==> config.mk <==
export PLATFORM = sky130hd
export DESIGN_NAME = rdq_ctrl
export DESIGN_NICKNAME = d
export VERILOG_FILES = /design/src/rtl/core/rdq_pkg.sv /design/src/rtl/core/rdq_ctrl.sv
export VERILOG_INCLUDE_DIRS = /design/src /design/src/rtl/core
export SDC_FILE = /design/constraint.sdc
export NUM_CORES = 1
export LEC_CHECK = 0
export ABC_CLOCK_PERIOD_IN_PS = 1500
export BUFFER_PORTS_ARGS = -buffer_cell sky130_fd_sc_hd__buf_4
export CORE_AREA = 2 2 39 41
export CTS_CLUSTER_SIZE = 10
export DETAILED_ROUTE_END_ITERATION = 10
export DIE_AREA = 0 0 41 43
export PLACE_DENSITY = 0.4
export SYNTH_ARGS = -nofsm -noshare
export SYNTH_HDL_FRONTEND = slang
export SYNTH_SLANG_ARGS = --single-unit
==> constraint.sdc <==
create_clock -name clk -period 1.5 [get_ports clk]
set_input_delay 0.15 -clock clk [delete_from_list [all_inputs] [get_ports clk]]
set_output_delay 0.15 -clock clk [all_outputs]
set_load 0.05 [all_outputs]
==> src/rtl/core/reversible_double_ended_queue_defines.svh <==
// Assertion macros shared by the deque RTL.
`ifndef REVERSIBLE_DOUBLE_ENDED_QUEUE_DEFINES_SVH
`define REVERSIBLE_DOUBLE_ENDED_QUEUE_DEFINES_SVH

// Same-cycle implication, disabled while in reset.
`define RDQ_ASSERT_SAME(lbl, ck, rn, ante, cons) \
  lbl: assert property (@(posedge ck) disable iff (!rn) (ante) |-> (cons)) \
    else $error("rdq assertion failed");

// Next-cycle implication, disabled while in reset.
`define RDQ_ASSERT_NEXT(lbl, ck, rn, ante, cons) \
  lbl: assert property (@(posedge ck) disable iff (!rn) (ante) |=> (cons)) \
    else $error("rdq assertion failed");

`endif

==> src/rtl/core/rdq_pkg.sv <==
// Shared constants, codes and types for the reversible deque.
package rdq_pkg;

  localparam int DEPTH     = 1024;
  localparam int ADDR_W    = $clog2(DEPTH);
  localparam int CNT_W     = $clog2(DEPTH + 1);
  localparam int CNT_OUT_W = 11;
  localparam int WORD_W    = 32;
  localparam int CMD_W     = 3;
  localparam int STAT_W    = 2;

  localparam logic [CMD_W-1:0] CMD_PUSH_FRONT = 3'd0;
  localparam logic [CMD_W-1:0] CMD_PUSH_BACK  = 3'd1;
  localparam logic [CMD_W-1:0] CMD_POP_FRONT  = 3'd2;
  localparam logic [CMD_W-1:0] CMD_POP_BACK   = 3'd3;
  localparam logic [CMD_W-1:0] CMD_REVERSE    = 3'd4;

  localparam logic [STAT_W-1:0] ST_OK        = 2'd0;
  localparam logic [STAT_W-1:0] ST_UNDERFLOW = 2'd1;
  localparam logic [STAT_W-1:0] ST_OVERFLOW  = 2'd2;

  typedef struct packed {
    logic [CMD_W-1:0]         command;
    logic signed [WORD_W-1:0] value;
  } in_req_t;

  typedef struct packed {
    logic signed [WORD_W-1:0] front_value;
    logic signed [WORD_W-1:0] back_value;
    logic [CNT_OUT_W-1:0]     count;
    logic [STAT_W-1:0]        status;
  } out_rsp_t;

  // controller -> datapath strobes
  typedef struct packed {
    logic exec;   // apply the accepted request to pointers and memory
    logic rd;     // read both physical ends
    logic load;   // capture the response into the output register
  } rdq_ctl_t;

endpackage

==> src/rtl/core/rdq_ctrl.sv <==
// Sequencer for the deque: accept, read ends, hand off response.
`include "reversible_double_ended_queue_defines.svh"

module rdq_ctrl
  import rdq_pkg::*;
(
  input  logic     clk,
  input  logic     rst_n,
  input  logic     in_valid,
  output logic     in_ready,
  output logic     out_valid,
  input  logic     out_ready,
  output rdq_ctl_t ctl
);

  localparam logic [1:0] S_IDLE = 2'd0;
  localparam logic [1:0] S_READ = 2'd1;
  localparam logic [1:0] S_LOAD = 2'd2;

  logic [1:0] state_r, state_nxt;
  logic       out_valid_r, out_valid_nxt;

  always_comb begin
    state_nxt = state_r;
    ctl       = '0;
    in_ready  = 1'b0;
    unique case (state_r)
      S_IDLE: begin
        in_ready = 1'b1;
        if (in_valid) begin
          ctl.exec  = 1'b1;
          state_nxt = S_READ;
        end
      end
      S_READ: begin
        ctl.rd    = 1'b1;
        state_nxt = S_LOAD;
      end
      S_LOAD: begin
        // output slot free or being drained this cycle
        if (!out_valid_r || out_ready) begin
          ctl.load  = 1'b1;
          state_nxt = S_IDLE;
        end
      end
      default: state_nxt = S_IDLE;
    endcase
  end

  always_comb begin
    out_valid_nxt = out_valid_r;
    if (ctl.load) begin
      out_valid_nxt = 1'b1;
    end else if (out_ready) begin
      out_valid_nxt = 1'b0;
    end
  end

  always_ff @(posedge clk) begin
    if (!rst_n) begin
      state_r     <= S_IDLE;
      out_valid_r <= 1'b0;
    end else begin
      state_r     <= state_nxt;
      out_valid_r <= out_valid_nxt;
    end
  end

  assign out_valid = out_valid_r;

  `RDQ_ASSERT_NEXT(a_read_then_load, clk, rst_n, state_r == S_READ, state_r == S_LOAD)
  `RDQ_ASSERT_NEXT(a_load_sets_valid, clk, rst_n, ctl.load, out_valid_r)

endmodule

== Word-level counts from Yosys, hierarchy flattened ==
Cells that the tools add are included.
Widths: inputs -> output; s select.

* Logic and storage cells: 22
* Flip-flop bits (word level): 3
* Bits of input ports: 4

* Multiplexer cells: 11
* Equality and inequality tests: 4
* Reduce and logical (&&, ||, !) cells: 5

{| class="wikitable"
|+ Operator list
! kind !! count
|-
| $mux 1 || 8
|-
| $pmux 2 s3 || 1
|-
| $mux 2 || 2
|-
| $ne 2x2->1 const B || 2
|-
| $eq 2x1->1 const B || 1
|-
| $eq 2x2->1 const B || 1
|-
| $logic_not 2->1 || 1
|-
| $reduce_and 2->1 || 1
|-
| $reduce_bool 2->1 || 1
|-
| $logic_not 1->1 || 1
|-
| $logic_or 1x1->1 || 1
|}

== Longest topological paths before layout ==
* Word-level depth: 5
* Gate-level depth with buffers: 3
* Gate-level depth less buffers: 2

== Worst setup path after synthesis ==
Ideal clock, no wire load.

* Path type: reg2reg
* From: register state_r[0]
* To: register state_r[0]
* Buffers on the path: 0
* Clock period less this slack: 1.293 ns
* Data required time: 1.438 ns
* Slack: 0.207 ns
* Cell stages (with the launch flop): 3
* Arrival: 1.231 ns
* Path through: dfxtp_1 > nor3b_2 > and2_1

* Cells in the longest elaborated chain, start to end: 3

{| class="wikitable"
|+ RTL lines
! what !! line !! RTL
|-
| from (decl) || rdq_ctrl.sv:20 || <nowiki>logic [1:0] state_r, state_nxt;</nowiki>
|-
| from (signal assigned) || rdq_ctrl.sv:64 || <nowiki>state_r <= state_nxt;</nowiki>
|-
| $eq 2x2->1 / $logic_not 2->1 (equally long branches) || rdq_ctrl.sv:27 || <nowiki>unique case (state_r)</nowiki>
|-
| $ne 2x2->1 (no source line) || n/a ||
|-
| $reduce_and 2->1 (no source line) || n/a ||
|}

Parallel ways exist; a longest one is shown, timed or not.
A chain may end at the register's enable or synchronous reset.

==> metrics.md <==
| Metric | Value |
|---|---|
| CTS Sinks | 3 |
| Fin. Hold Viols | 0 |
| Inserted Diodes | 0 |
| Slew margin rel. | 0.873 |
| Die ar. | 1760 µm² |
| Status | finished clean |
| Final-stage net count | 30 |
| Largest net degree at the start of global routing | 6 |
| Synth Instances | 14 |
| Most common cell after layout, fill and taps aside | buf_4 |
| VDD IR-drop max | 541 µV |
| Post-route DRC violation count | 0 |
| GRT overflow | 0 |
| Yosys top cell by area | dfxtp_1 |
| DR vias | 138 |
| R2R setup slack | 0.62 ns |
| Share of the yosys chip area belonging to registers | 0.410 |
| Rows | 14 |
| Buffers plus inverters on the worst setup path | 1 |
| Vias/cell | 3.37 |
| Synth top area share | 0.410 |
| Largest stage delay, worst path | 0.34 ns |
| Mux cell area share after synthesis | 0 |
| Most frequent cells in the layout | buf_4 (8), clkbuf_4 (3), dfxtp_1 (3) |
| Antenna viol nets, final | 0 |
| Vias in the first global route | 150 |
| Avg Inst Size Synth | 10.5 µm² |
| Crit path max-delay family | flip-flops |
| CP max stage cell | dfxtp_1 |
| Minimum clock period | 1.23 ns |
| Max-cap violations | 0 |
| Largest family of logic cells by synthesized area | simple AND/OR/NAND/NOR gates |
| Layout fillers | 156 |
| CTS Hold Buffers Added | 0 |
| Area growth from synthesis to layout | 67.5% |
| RR Startpoint | state_r[1]$_SDFFE_PN0P_ |
| Reg area | 60.1 µm² |
| CTS resizes | 0 |
| Crit-path cells | nand2b_1 > nor2b_1 > buf_4 |
| Period utilization | 0.820 |
| CP max FO | 5 |
| Fin area | 245 µm² |
| Worst Path Arrival | 1.08 ns |
| Total CTS buffers | 3 |
| Yosys warnings | 0 |
| Post-synthesis compound-gate area fraction | 0.103 |
| DR pass1 iterations | 2 |
| Bufs on Longest Clock Path | 2 |
| Syn_nets | 18 |
| Hold WS | 0.134 ns |
| Crit path launch | state_r[0]$_SDFFE_PN0P_ |
| Layout cell share with drive strength beyond 1 | 0.520 |
| Yosys reg bits | 3 |
| Critical path class | reg2out |
| Iter 0 DRT Violations | 5 |
| Die height | 43 µm |
| Ranking of synthesized cells by area | dfxtp_1 (41%), and4bb_1 (8.5%), nand2b_1 (8.5%) |
| Worst-skew pair later-pin latency | 0.24 ns |
| F_max | 813 MHz |
| Final setup violation count | 0 |
| Initial Util | 0.106 |
| Min-delay src | rst_n |
| Setup crit end kind | output port |
| PD cells | 1220 nW/µm² |
| H-tree depth | 1 |
| Synth Area in Adders | 0 |
| IO Count | 9 |
| Die X | 41 µm |
| Post-synthesis xor/xnor area fraction | 0 |
| Worst-margin pin slew | 0.190 ns |
| Yosys cell types | 11 |
| Initial antenna violation count | 0 |
| Worst-path clk slew | 0.04 ns |
| First-pass GRT wire length | 641 µm |
| Total track usage | 0.0663 |
| Area after DPL | 219 µm² |
| Final-report max-slew violation count | 0 |
| CTS root buf | clkbuf_4 |
| Area of the multi-input gates | 78.8 µm² |
| Port Buf Inserts | 8 |
| Routed length per placed instance | 8.78 µm |
| GP Congestion | 0.523 |
| Pwr Total | 299 µW |
| CTS tree | built |
| Min-Delay Path Class | in2reg |
| CP startpoint kind | flip-flop |
| Post-DP HPWL | 283 µm |
| Post CTS Setup Buffer Count | 0 |
| Mapped Area | 146 µm² |
| Simple-Gate Fraction of Synth Area | 0.436 |
| Clock Skews | 0.000869 ns |
| LEAKAGE | 0.000109 µW |
| Post-Route WL | 360 µm |
| Worst path required time | 1.35 ns |
| Core area | 1380 µm² |
| Setup tns final | 0 ns |
| RSZ-0062 raised after global routing | no |
logic make-up after synthesis:
logic type             Yosys count
AOI/OAI and AO/OA                2
buffers and inverters            1
DFF                              3
and+or+nand+nor                  8
final timing paths:
check	depth (start not counted)	to
max	3	ctl[0]
min reg2reg	2	out_valid$_SDFFE_PN0P_
max reg2reg	2	state_r[1]$_SDFFE_PN0P_
min	2	state_r[0]$_SDFFE_PN0P_
power breakdown:
part / internal, µW / switching, µW / leakage, µW
sequential: 83.9 / 4.16 / 0.0000246
clock: 100 / 47.8 / 0.0000150
combinational: 24.1 / 38.8 / 0.0000691
layout make-up:
cell class,count,area share
Timing Repair Buffer,8,0.245
Sequential cell,3,0.245
Tap cell,16,0.0816
Clock buffer,4,0.107
Multi-Input combinational cell,10,0.321
Yosys cell counts:
master	count
nor2_1	1
and2_1	1
and2b_4	1
a21boi_0	1
dfxtp_1	3
nor3b_2	1
nand2b_1	2
and4bb_1	1
buf_4	1
o21a_1	1
nor2b_1	1
state kept, by name, summed over array words and instances, names as in the netlist:
register,cells
out_valid,1
state_r,2
per-stage QoR:
step / worst slack [ns] / utilization / instances
after CTS: 0.259 / 0.177 / 41
after floorplan: 0.207 / - / 14
after detailed placement: 0.517 / 0.158 / 37
after global routing: 0.216 / 0.177 / 41
after global placement: 0.550 / 0.158 / 37
final: 0.270 / 0.177 / 41
worst reg2reg max path: stages (launching register included):
cell	delay [ns]
dfxtp_1	0.38
and2b_4	0.21
o21a_1	0.18
routing by layer:
layer  track usage  up-vias  wire (µm)
met5             0        -          0
met4        0.0400        0          0
met3        0.0942        0         78
met2        0.0656       12        110
met1        0.0675       59        171
li1              -       67          -
No activity file was read; power rests on OpenSTA's default activity.
